### config.mk
export PLATFORM = sky130hd
export DESIGN_NAME = spa_emit
export DESIGN_NICKNAME = d
export VERILOG_FILES = /design/src/hdl/spa_pkg.sv /design/src/hdl/spa_emit.sv
export SDC_FILE = /design/constraint.sdc
export NUM_CORES = 1
export LEC_CHECK = 0
export CAP_MARGIN = 25
export CORE_MARGIN = 2
export CORE_UTILIZATION = 35
export DETAILED_ROUTE_END_ITERATION = 7
export DONT_BUFFER_PORTS = 1
export PLACE_DENSITY_LB_ADDON = 0.2
export SYNTH_ARGS = -nofsm -noshare
export SYNTH_HDL_FRONTEND = slang
export SYNTH_SLANG_ARGS = --single-unit
### constraint.sdc
create_clock -name clk_i -period 4 [get_ports clk_i]
set_clock_uncertainty 0.05 [all_clocks]
set_input_delay 0.2 -clock clk_i [delete_from_list [all_inputs] [get_ports clk_i]]
set_output_delay 0.2 -clock clk_i [all_outputs]
set_load 0.02 [all_outputs]
### src/hdl/spa_pkg.sv
// Package for the sparse polynomial adder: sizes, action and state codes,
// the slot record passed to the emit stage, and the saturating adder.
// No dependencies.
package spa_pkg;

  localparam int EXPON_SLOTS = 64;
  localparam int IDX_W       = (EXPON_SLOTS > 1) ? $clog2(EXPON_SLOTS) : 1;
  localparam int EXPON_W     = 6;
  localparam int COEF_W      = 32;

  typedef enum logic [1:0] {
    ACT_LOAD_FIRST  = 2'd0,
    ACT_LOAD_SECOND = 2'd1,
    ACT_EMIT        = 2'd2,
    ACT_IGNORE      = 2'd3
  } action_e;

  typedef enum logic [2:0] {
    ST_IDLE,
    ST_LOAD_WB,
    ST_EMIT_RUN,
    ST_EMIT_DRAIN,
    ST_EMIT_FLUSH
  } state_e;

  // one exponent slot read out of both stores during the emit walk
  typedef struct packed {
    logic             valid;
    logic             in_first;
    logic             in_second;
    logic [IDX_W-1:0] idx;
  } slot_t;

  function automatic logic signed [COEF_W-1:0] sat_add(
    input logic signed [COEF_W-1:0] x,
    input logic signed [COEF_W-1:0] y
  );
    logic signed [COEF_W:0] s;
    s = {x[COEF_W-1], x} + {y[COEF_W-1], y};
    if (s[COEF_W] != s[COEF_W-1]) begin
      return s[COEF_W] ? {1'b1, {(COEF_W-1){1'b0}}} : {1'b0, {(COEF_W-1){1'b1}}};
    end
    return s[COEF_W-1:0];
  endfunction

endpackage

### src/hdl/spa_emit.sv
// Emit stage: merges one slot of both polynomials, holds the newest term
// back until a newer one or the flush arrives so the final term can carry last_term, drives the result.
// Depends on spa_pkg.
module spa_emit (
  input  logic                                clk_i,
  input  logic                                rst_ni,
  input  logic                                run_start_i,
  input  logic                                flush_i,
  input  spa_pkg::slot_t                      slot_i,
  input  logic signed [spa_pkg::COEF_W-1:0]   coef_a_i,
  input  logic signed [spa_pkg::COEF_W-1:0]   coef_b_i,
  output logic                                result_valid_o,
  output logic signed [spa_pkg::COEF_W-1:0]   sum_coef_o,
  output logic        [spa_pkg::EXPON_W-1:0]  sum_expon_o,
  output logic                                is_empty_o,
  output logic                                last_term_o
);

  logic signed [spa_pkg::COEF_W-1:0] both_sum;
  logic signed [spa_pkg::COEF_W-1:0] cand_coef;
  logic                              cand_has;

  logic                              pend_valid_q;
  logic signed [spa_pkg::COEF_W-1:0] pend_coef_q;
  logic [spa_pkg::IDX_W-1:0]         pend_idx_q;

  logic                              out_valid_d, out_valid_q;
  logic signed [spa_pkg::COEF_W-1:0] out_coef_d, out_coef_q;
  logic [spa_pkg::EXPON_W-1:0]       out_expon_d, out_expon_q;
  logic                              out_empty_d, out_empty_q;
  logic                              out_last_d, out_last_q;

  always_comb begin
    both_sum  = spa_pkg::sat_add(coef_a_i, coef_b_i);
    cand_has  = 1'b0;
    cand_coef = coef_b_i;
    if (slot_i.in_first && slot_i.in_second) begin
      cand_has  = (both_sum != '0);
      cand_coef = both_sum;
    end else if (slot_i.in_first) begin
      cand_has  = 1'b1;
      cand_coef = coef_a_i;
    end else if (slot_i.in_second) begin
      cand_has  = 1'b1;
    end
    cand_has = cand_has && slot_i.valid;
  end

  always_ff @(posedge clk_i or negedge rst_ni) begin
    if (!rst_ni) begin
      pend_valid_q <= 1'b0;
    end else if (run_start_i || flush_i) begin
      pend_valid_q <= 1'b0;
    end else if (cand_has) begin
      pend_valid_q <= 1'b1;
    end
  end

  always_ff @(posedge clk_i) begin
    if (cand_has) begin
      pend_coef_q <= cand_coef;
      pend_idx_q  <= slot_i.idx;
    end
  end

  // a held term goes out once a newer one shows up, or at flush as the last; with none held, flush gives the empty item
  always_comb begin
    out_valid_d = flush_i || (cand_has && pend_valid_q);
    out_coef_d  = pend_coef_q;
    out_expon_d = spa_pkg::EXPON_W'(pend_idx_q);
    out_empty_d = 1'b0;
    out_last_d  = flush_i;
    if (flush_i && !pend_valid_q) begin
      out_coef_d  = '0;
      out_expon_d = '0;
      out_empty_d = 1'b1;
    end
  end

  always_ff @(posedge clk_i or negedge rst_ni) begin
    if (!rst_ni) begin
      out_valid_q <= 1'b0;
    end else begin
      out_valid_q <= out_valid_d;
    end
  end

  always_ff @(posedge clk_i) begin
    if (out_valid_d) begin
      out_coef_q  <= out_coef_d;
      out_expon_q <= out_expon_d;
      out_empty_q <= out_empty_d;
      out_last_q  <= out_last_d;
    end
  end

  assign result_valid_o = out_valid_q;
  assign sum_coef_o     = out_coef_q;
  assign sum_expon_o    = out_expon_q;
  assign is_empty_o     = out_empty_q;
  assign last_term_o    = out_last_q;

endmodule
==> results of run 1 <==
per-stage QoR:
| stage | cell area [µm²] | total power, mW |
|---|---|---|
| finish | 6700 | 2.62 |
| global route | 6700 | 2.75 |
| CTS | 6670 | 2.63 |
| detailed placement | 6300 | 1.82 |
| global placement | 6300 | 1.82 |
| floorplan | 6090 | 1.65 |
power by group through the flow:
stage / Sequential, mW / Clock, mW / Combinational [mW]
2_1_floorplan: 1.10 / 0 / 0.546
4_1_cts: 1.10 / 0.812 / 0.718
3_5_place_dp: 1.11 / 0 / 0.708
3_3_place_gp: 1.11 / 0 / 0.710
6_report: 1.09 / 0.795 / 0.732
5_1_grt: 1.10 / 0.853 / 0.801
layer usage:
| layer | vias up | wire length (µm) | global-route usage |
|---|---|---|---|
| met3 | 28 | 1190 | 0.0303 |
| li1 | 2453 | - | - |
| met4 | 0 | 384 | 0.0648 |
| met5 | - | 0 | 0 |
| met2 | 231 | 8280 | 0.310 |
| met1 | 2447 | 8090 | 0.260 |
final timing paths:
check                         startpoint        endpoint  slack [ns]  depth (start not counted)
max                          coef_a_i[0]   pend_idx_q[4]        0.51                         14
min                          run_start_i    pend_valid_q       0.009                          3
max reg2reg                 pend_valid_q  sum_coef_o[16]        2.54                          3
min reg2reg                pend_idx_q[5]  sum_expon_o[5]        0.46                          1
max in group asynchronous         rst_ni    pend_valid_q        3.71                          1
min in group asynchronous         rst_ni  result_valid_o        0.06                          1
Yosys cell counts, drive strengths merged, types with 7 or more instances:
cell type and n:
a21oi 43, a31oi 34, nor3 11, a21o 15, a21boi 8, xor2 8, xnor2 11, ha 32
nand4 12, buf 14, clkbuf 23, o22ai 23, and2 43, nand2 42, nor2 37, o21ai 54
inv 40, edfxtp 78, o211ai 10, mux2i 8, nand3 7, o21a 13
flip-flops by register name, summed over array words and instances (netlist names):
name            cells
pend_coef_q        32
pend_idx_q          6
pend_valid_q        1
sum_coef_o         32
result_valid_o      1
is_empty_o          1
last_term_o         1
sum_expon_o         6
worst max-delay path, delay by kind of cell:
kind | cells | cell delay, ns
AO/OA/AOI/OAI | 6 | 1.49
adder cells (fa/ha/maj) | 2 | 0.41
AND/OR/NAND/NOR | 3 | 0.85
buffers and inverters | 3 | 0.49
logic make-up after synthesis:
| family | Yosys count |
|---|---|
| AOI/OAI and AO/OA | 244 |
| and+or+nand+nor | 181 |
| DFF | 80 |
| buffers and inverters | 79 |
| adders and majority gates | 38 |
| xor gates and xnor gates | 19 |
| muxes | 9 |
cell type report:
class / count / area share
Multi-Input combinational cell: 491 / 0.500
Clock buffer: 9 / 0.0336
Inverter: 40 / 0.0224
Tap cell: 225 / 0.0420
Timing Repair Buffer: 22 / 0.0344
Clock inverter: 7 / 0.0106
Sequential cell: 80 / 0.357
timing repair:
action,4_1_cts,5_1_grt
endpoints found under the hold margin,9,0
hold buffers,8,0
buffers inserted,0,0
==> impl_metrics.xml, run 1 <==
<?xml version="1.0" encoding="UTF-8"?>
<metrics>
  <group name="critical_path">
    <metric name="crit_slowest_cell" unit="">nor2_2</metric>
    <metric name="crit_type" unit="">in -&gt; reg</metric>
    <metric name="end_kind" unit="">register</metric>
    <metric name="cp_slowest_stage_delay" unit="ns">0.53</metric>
    <metric name="timing.critical_path.from_type" unit="">input pin</metric>
    <metric name="crit_chain" unit="">ha_1 &gt; inv_1 &gt; fa_1 &gt; nor2b_1 &gt; o31a_1 &gt; o311ai_1 &gt; a211o_1 &gt; a21oi_4 &gt; nor2_2 &gt; or3_4 &gt; o311ai_2 &gt; buf_4 &gt; a31oi_4 &gt; buf_12</metric>
    <metric name="worst-endpoint-required" unit="ns">3.97</metric>
    <metric name="cp.arrival" unit="ns">3.46</metric>
    <metric name="crit_fanout" unit="">38</metric>
  </group>
  <group name="pwr">
    <metric name="comb_power_share" unit="">0.279</metric>
    <metric name="netSwitchingFraction" unit="">0.315</metric>
    <metric name="ir_drop" unit="µV">191</metric>
    <metric name="p_sw" unit="µW">826</metric>
    <metric name="power_density" unit="mW/mm²">391</metric>
    <metric name="share_clk_of_total_power" unit="">0.304</metric>
    <metric name="static-leakage-power" unit="nW">2.49</metric>
    <metric name="internal_power" unit="mW">1.79</metric>
    <metric name="sequentialPowerShare" unit="">0.417</metric>
  </group>
  <group name="logic_synthesis">
    <metric name="synth_top_area_frac" unit="">0.386</metric>
    <metric name="synth_compound_area_frac" unit="">0.270</metric>
    <metric name="synth_area_per_cell" unit="µm²">9.34</metric>
    <metric name="synth_top_family_by_area" unit="">compound AO/OA/AOI/OAI gates</metric>
    <metric name="synth-warning-count" unit="">0</metric>
    <metric name="synthCells" unit="">650</metric>
    <metric name="synth-async-reset-ratio" unit="">0.0250</metric>
    <metric name="mappedNetlistArea" unit="mm²">0.00607</metric>
    <metric name="synth-edff-count" unit="">78</metric>
    <metric name="ys_types" unit="">72</metric>
    <metric name="synth_area_leaders" unit="">edfxtp_1 39%, ha_1 6.6%, and2_1 4.3%, o21ai_0 3.8%, a31oi_1 3.5%</metric>
    <metric name="synth_seq_area_share" unit="">0.394</metric>
    <metric name="fraction_of_the_mapped_netlist_area_in_simple_logic_gates" unit="">0.156</metric>
    <metric name="synthesis.nets" unit="">760</metric>
    <metric name="dominantRegCellSynth" unit="">edfxtp_1</metric>
    <metric name="post_synthesis_adder_cell_area_fraction" unit="">0.0777</metric>
    <metric name="synth.mux.area_fraction" unit="">0.0150</metric>
    <metric name="synthXorXnorAreaFrac" unit="">0.0274</metric>
    <metric name="synth_area_leader" unit="">edfxtp_1</metric>
    <metric name="yosys_register_bits" unit="">80</metric>
  </group>
  <group name="finish">
    <metric name="mostFrequentLayoutCells" unit="">78 x edfxtp_1, 46 x o21ai_0, 42 x a21oi_1, 42 x and2_1, 41 x nand2_1</metric>
    <metric name="layoutNonFillerInstCount" unit="">874</metric>
    <metric name="area.growth.synth_to_final" unit="%">10.3</metric>
    <metric name="fillers" unit="">1734</metric>
    <metric name="area_of_the_multi_input_gates" unit="mm²">0.00335</metric>
    <metric name="postLayoutCoreUtil" unit="">0.392</metric>
    <metric name="nets" unit="">754</metric>
    <metric name="antennaDiodeCount" unit="">0</metric>
    <metric name="post_route_cells_drive_above_1_share" unit="">0.0770</metric>
    <metric name="final_common_cell" unit="">edfxtp_1</metric>
    <metric name="ff_latch_area" unit="mm²">0.00239</metric>
  </group>
  <group name="die">
    <metric name="std_cell_rows" unit="">48</metric>
    <metric name="design.portCount" unit="">118</metric>
    <metric name="initial_utilization" unit="">0.355</metric>
    <metric name="dieWidth" unit="µm">136</metric>
    <metric name="die_h" unit="µm">136</metric>
    <metric name="die-area" unit="mm²">0.0184</metric>
    <metric name="core_area" unit="mm²">0.0171</metric>
  </group>
  <group name="status">
    <metric name="result_of_the_run" unit="">complete, no violations</metric>
  </group>
  <group name="placement">
    <metric name="portBuffers" unit="">0</metric>
    <metric name="place.detailed.hpwl" unit="µm">14100</metric>
    <metric name="dp_slack" unit="ns">0.209</metric>
    <metric name="place_congestion" unit="">0.961</metric>
    <metric name="placed_instances" unit="">849</metric>
  </group>
  <group name="drt">
    <metric name="drt_first_iter_violations" unit="">406</metric>
    <metric name="routed_via_density" unit="">5.90</metric>
    <metric name="remaining_drc_errors" unit="">0</metric>
    <metric name="detail_route.first_pass.iterations" unit="">6</metric>
    <metric name="detailroute.via_count" unit="">5159</metric>
    <metric name="drtAntennaViolNets" unit="">0</metric>
    <metric name="route.final.wire_length" unit="µm">18000</metric>
    <metric name="post_drt_wl_per_cell" unit="µm">20.5</metric>
  </group>
  <group name="hold_path">
    <metric name="timing.hold.worst.class" unit="">in -&gt; reg</metric>
  </group>
  <group name="sta">
    <metric name="grt_setup_unrepaired" unit="">no</metric>
    <metric name="worst_slew_pin_slew" unit="ns">0.788</metric>
    <metric name="setup_total_negative_slack" unit="ns">0</metric>
    <metric name="timing_max_transition_violations_final" unit="">0</metric>
    <metric name="min_period_over_period" unit="">0.873</metric>
    <metric name="final.hold.worst_slack" unit="ns">0.00949</metric>
    <metric name="max-slew-margin-rel" unit="">0.471</metric>
    <metric name="setup-violations-final" unit="">0</metric>
    <metric name="timing.final.crit_period" unit="ns">3.49</metric>
    <metric name="fmaxAchievable" unit="MHz">286</metric>
    <metric name="minimum_setup_slack_in_the_final_design" unit="ns">0.508</metric>
    <metric name="hold_violations" unit="">0</metric>
  </group>
  <group name="cts">
    <metric name="ctsResizeCount" unit="">0</metric>
    <metric name="cts.root.buffer_cell" unit="">clkbuf_16</metric>
    <metric name="cts.reportedPaths.clkPinSlew" unit="ns">0.06</metric>
    <metric name="cts-buffers-inserted" unit="">9</metric>
    <metric name="cts_tree" unit="">yes</metric>
    <metric name="clk-insertion-delay-late" unit="ns">0.33</metric>
    <metric name="ctsHtreeMaxLevel" unit="">3</metric>
    <metric name="numClockSinks" unit="">80</metric>
    <metric name="max-clock-path-buffers" unit="">2</metric>
  </group>
  <group name="global_route">
    <metric name="global_route.overflow_total" unit="">0</metric>
    <metric name="grt_start_max_net_pins" unit="">67</metric>
    <metric name="grt_antenna_before_repair" unit="">0</metric>
    <metric name="grt_pass1_vias" unit="">4853</metric>
    <metric name="grtUsageTotal" unit="">0.191</metric>
    <metric name="grt_pass1_wl" unit="µm">27100</metric>
  </group>
  <group name="job">
    <metric name="maximum_capacitance_violations" unit="">0</metric>
  </group>
</metrics>
Power figures use the tool's default switching activity.
==> inputs of run 2 (changes only) <==
--- a/config.mk
+++ b/config.mk
@@ -6,6 +6,7 @@
 export NUM_CORES = 1
 export LEC_CHECK = 0
 export CAP_MARGIN = 25
+export CORE_ASPECT_RATIO = 0.75
 export CORE_MARGIN = 2
 export CORE_UTILIZATION = 35
 export DETAILED_ROUTE_END_ITERATION = 7
==> impl_metrics.xml, run 2 (same netlist as run 1, synthesis figures left out) <==
<?xml version="1.0" encoding="UTF-8"?>
<metrics>
  <group name="sta">
    <metric name="grt_setup_unrepaired" unit="">no</metric>
    <metric name="hold_violations" unit="">0</metric>
    <metric name="fmaxAchievable" unit="MHz">284</metric>
    <metric name="min_period_over_period" unit="">0.880</metric>
    <metric name="max-slew-margin-rel" unit="">0.568</metric>
    <metric name="timing.final.crit_period" unit="ns">3.52</metric>
    <metric name="minimum_setup_slack_in_the_final_design" unit="ns">0.479</metric>
    <metric name="setup-violations-final" unit="">0</metric>
    <metric name="timing_max_transition_violations_final" unit="">0</metric>
    <metric name="final.hold.worst_slack" unit="ns">0.0257</metric>
    <metric name="worst_slew_pin_slew" unit="ns">0.639</metric>
  </group>
  <group name="placement">
    <metric name="place.detailed.hpwl" unit="µm">14400</metric>
    <metric name="area_post_placement" unit="mm²">0.00629</metric>
    <metric name="portBuffers" unit="">0</metric>
    <metric name="place_congestion" unit="">0.912</metric>
    <metric name="placed_instances" unit="">840</metric>
    <metric name="dp_slack" unit="ns">0.245</metric>
  </group>
  <group name="cts">
    <metric name="postCtsSetupBuffers" unit="">0</metric>
    <metric name="cts_tree" unit="">yes</metric>
    <metric name="cts.reportedPaths.clkPinSlew" unit="ns">0.06</metric>
    <metric name="cts-buffers-inserted" unit="">9</metric>
    <metric name="ctsResizeCount" unit="">0</metric>
    <metric name="clk-insertion-delay-late" unit="ns">0.32</metric>
    <metric name="max-clock-path-buffers" unit="">2</metric>
    <metric name="cts.root.buffer_cell" unit="">clkbuf_16</metric>
    <metric name="numClockSinks" unit="">80</metric>
    <metric name="ctsHtreeMaxLevel" unit="">3</metric>
  </group>
  <group name="global_route">
    <metric name="grtUsageTotal" unit="">0.199</metric>
    <metric name="grt_pass1_vias" unit="">4837</metric>
    <metric name="grt_start_max_net_pins" unit="">67</metric>
    <metric name="grt_antenna_before_repair" unit="">1</metric>
    <metric name="grt_pass1_wl" unit="µm">28500</metric>
    <metric name="global_route.overflow_total" unit="">0</metric>
  </group>
  <group name="finish">
    <metric name="post_route_cells_drive_above_1_share" unit="">0.0815</metric>
    <metric name="layoutNonFillerInstCount" unit="">865</metric>
    <metric name="post-route-cell-area" unit="mm²">0.00671</metric>
    <metric name="area.growth.synth_to_final" unit="%">10.4</metric>
    <metric name="final_common_cell" unit="">edfxtp_1</metric>
    <metric name="fillers" unit="">1661</metric>
    <metric name="antennaDiodeCount" unit="">0</metric>
    <metric name="postLayoutCoreUtil" unit="">0.396</metric>
    <metric name="nets" unit="">755</metric>
    <metric name="mostFrequentLayoutCells" unit="">78 x edfxtp_1, 46 x o21ai_0, 42 x a21oi_1, 42 x and2_1, 41 x nand2_1</metric>
  </group>
  <group name="drt">
    <metric name="route.final.wire_length" unit="µm">18500</metric>
    <metric name="detail_route.first_pass.iterations" unit="">5</metric>
    <metric name="remaining_drc_errors" unit="">0</metric>
    <metric name="routed_via_density" unit="">5.96</metric>
    <metric name="drtAntennaViolNets" unit="">0</metric>
    <metric name="detailroute.via_count" unit="">5158</metric>
    <metric name="post_drt_wl_per_cell" unit="µm">21.4</metric>
    <metric name="drt_first_iter_violations" unit="">417</metric>
  </group>
  <group name="pwr">
    <metric name="static-leakage-power" unit="nW">2.51</metric>
    <metric name="ir_drop" unit="µV">243</metric>
    <metric name="power_density" unit="mW/mm²">401</metric>
  </group>
  <group name="critical_path">
    <metric name="cp.arrival" unit="ns">3.52</metric>
    <metric name="crit_fanout" unit="">20</metric>
    <metric name="timing.critical_path.from_type" unit="">input pin</metric>
    <metric name="crit_type" unit="">in -&gt; reg</metric>
    <metric name="end_kind" unit="">register</metric>
    <metric name="worst-endpoint-required" unit="ns">4.00</metric>
  </group>
  <group name="die">
    <metric name="initial_utilization" unit="">0.359</metric>
    <metric name="dieWidth" unit="µm">156</metric>
    <metric name="std_cell_rows" unit="">41</metric>
    <metric name="die-area" unit="mm²">0.0184</metric>
    <metric name="die_h" unit="µm">118</metric>
    <metric name="core_area" unit="mm²">0.0169</metric>
    <metric name="design.portCount" unit="">118</metric>
  </group>
  <group name="status">
    <metric name="result_of_the_run" unit="">complete, no violations</metric>
  </group>
  <group name="job">
    <metric name="maximum_capacitance_violations" unit="">0</metric>
  </group>
  <group name="hold_path">
    <metric name="timing.hold.worst.class" unit="">in -&gt; reg</metric>
  </group>
</metrics>
==> run 2: cell count changes in the layout (fill, tap and decap cells not counted) <==
cell | previous run | this run
clkinv_4 | 2 | 1
buf_4 | 11 | 12
buf_16 | 1 | 0
clkinv_1 | 2 | 0
bufinv_16 | 1 | 2
clkinv_2 | 0 | 2
buf_8 | 0 | 1
==> run 2: layout make-up <==
type / instances / area [µm²] / area share
sequential: 80 / 2390 / 0.357
clock buffer: 9 / 225 / 0.0336
clock inverter: 7 / 95.1 / 0.0142
multi-input combinational: 491 / 3350 / 0.500
inverter: 40 / 150 / 0.0224
tap: 215 / 269 / 0.0401
timing repair buffer: 23 / 225 / 0.0336
==> run 2: critical path: stages <==
cell	delay, ns
ha_1	0.17
inv_1	0.07
fa_1	0.41
nor2b_1	0.16
o31a_1	0.28
o311ai_1	0.22
a211o_1	0.42
a21oi_4	0.25
o21ai_1	0.21
o211ai_1	0.22
buf_4	0.29
a31oi_1	0.10
o22ai_1	0.46
==> run 2: report_power, final <==
part	switching (mW)	total (mW)	internal, mW
clock	0.304	0.851	0.547
combinational	0.457	0.747	0.290
sequential	0.0697	1.09	1.02
total	0.831	2.69	1.86
==> run 2: worst paths after layout <==
| kind | startpoint | end | slack, ns | cells after the start |
|---|---|---|---|---|
| worst min register to register | pend_idx_q[5] | sum_expon_o[5] | 0.47 | 1 |
| worst min-delay path | run_start_i | pend_valid_q | 0.03 | 3 |
| worst max register to register | pend_valid_q | sum_coef_o[16] | 2.49 | 3 |
| worst max-delay path | coef_a_i[0] | pend_coef_q[14] | 0.48 | 13 |
| max in group asynchronous | rst_ni | result_valid_o | 3.66 | 1 |
| min in group asynchronous | rst_ni | pend_valid_q | 0.08 | 1 |
==> run 2: timing repair <==
item / 4_1_cts / 5_1_grt
endpoints found under the hold margin: 9 / 0
hold buffers: 8 / 0
endpoints found under the setup margin: 0 / 0
==> run 2: per-layer routing <==
| layer | track usage | share of wire | up-vias |
|---|---|---|---|
| met4 | 0.0516 | 0.013 | 0 |
| met3 | 0.0416 | 0.080 | 16 |
| met2 | 0.278 | 0.41 | 200 |
| met1 | 0.307 | 0.49 | 2490 |
| met5 | 0 | 0 | - |
| li1 | - | - | 2452 |
==> run 2: through the flow <==
step           TNS, ns  power, mW
6_report             0       2.69
3_3_place_gp         0       1.83
2_1_floorplan    -7.23       1.65
3_5_place_dp         0       1.83
4_1_cts              0       2.70
5_1_grt              0       2.83
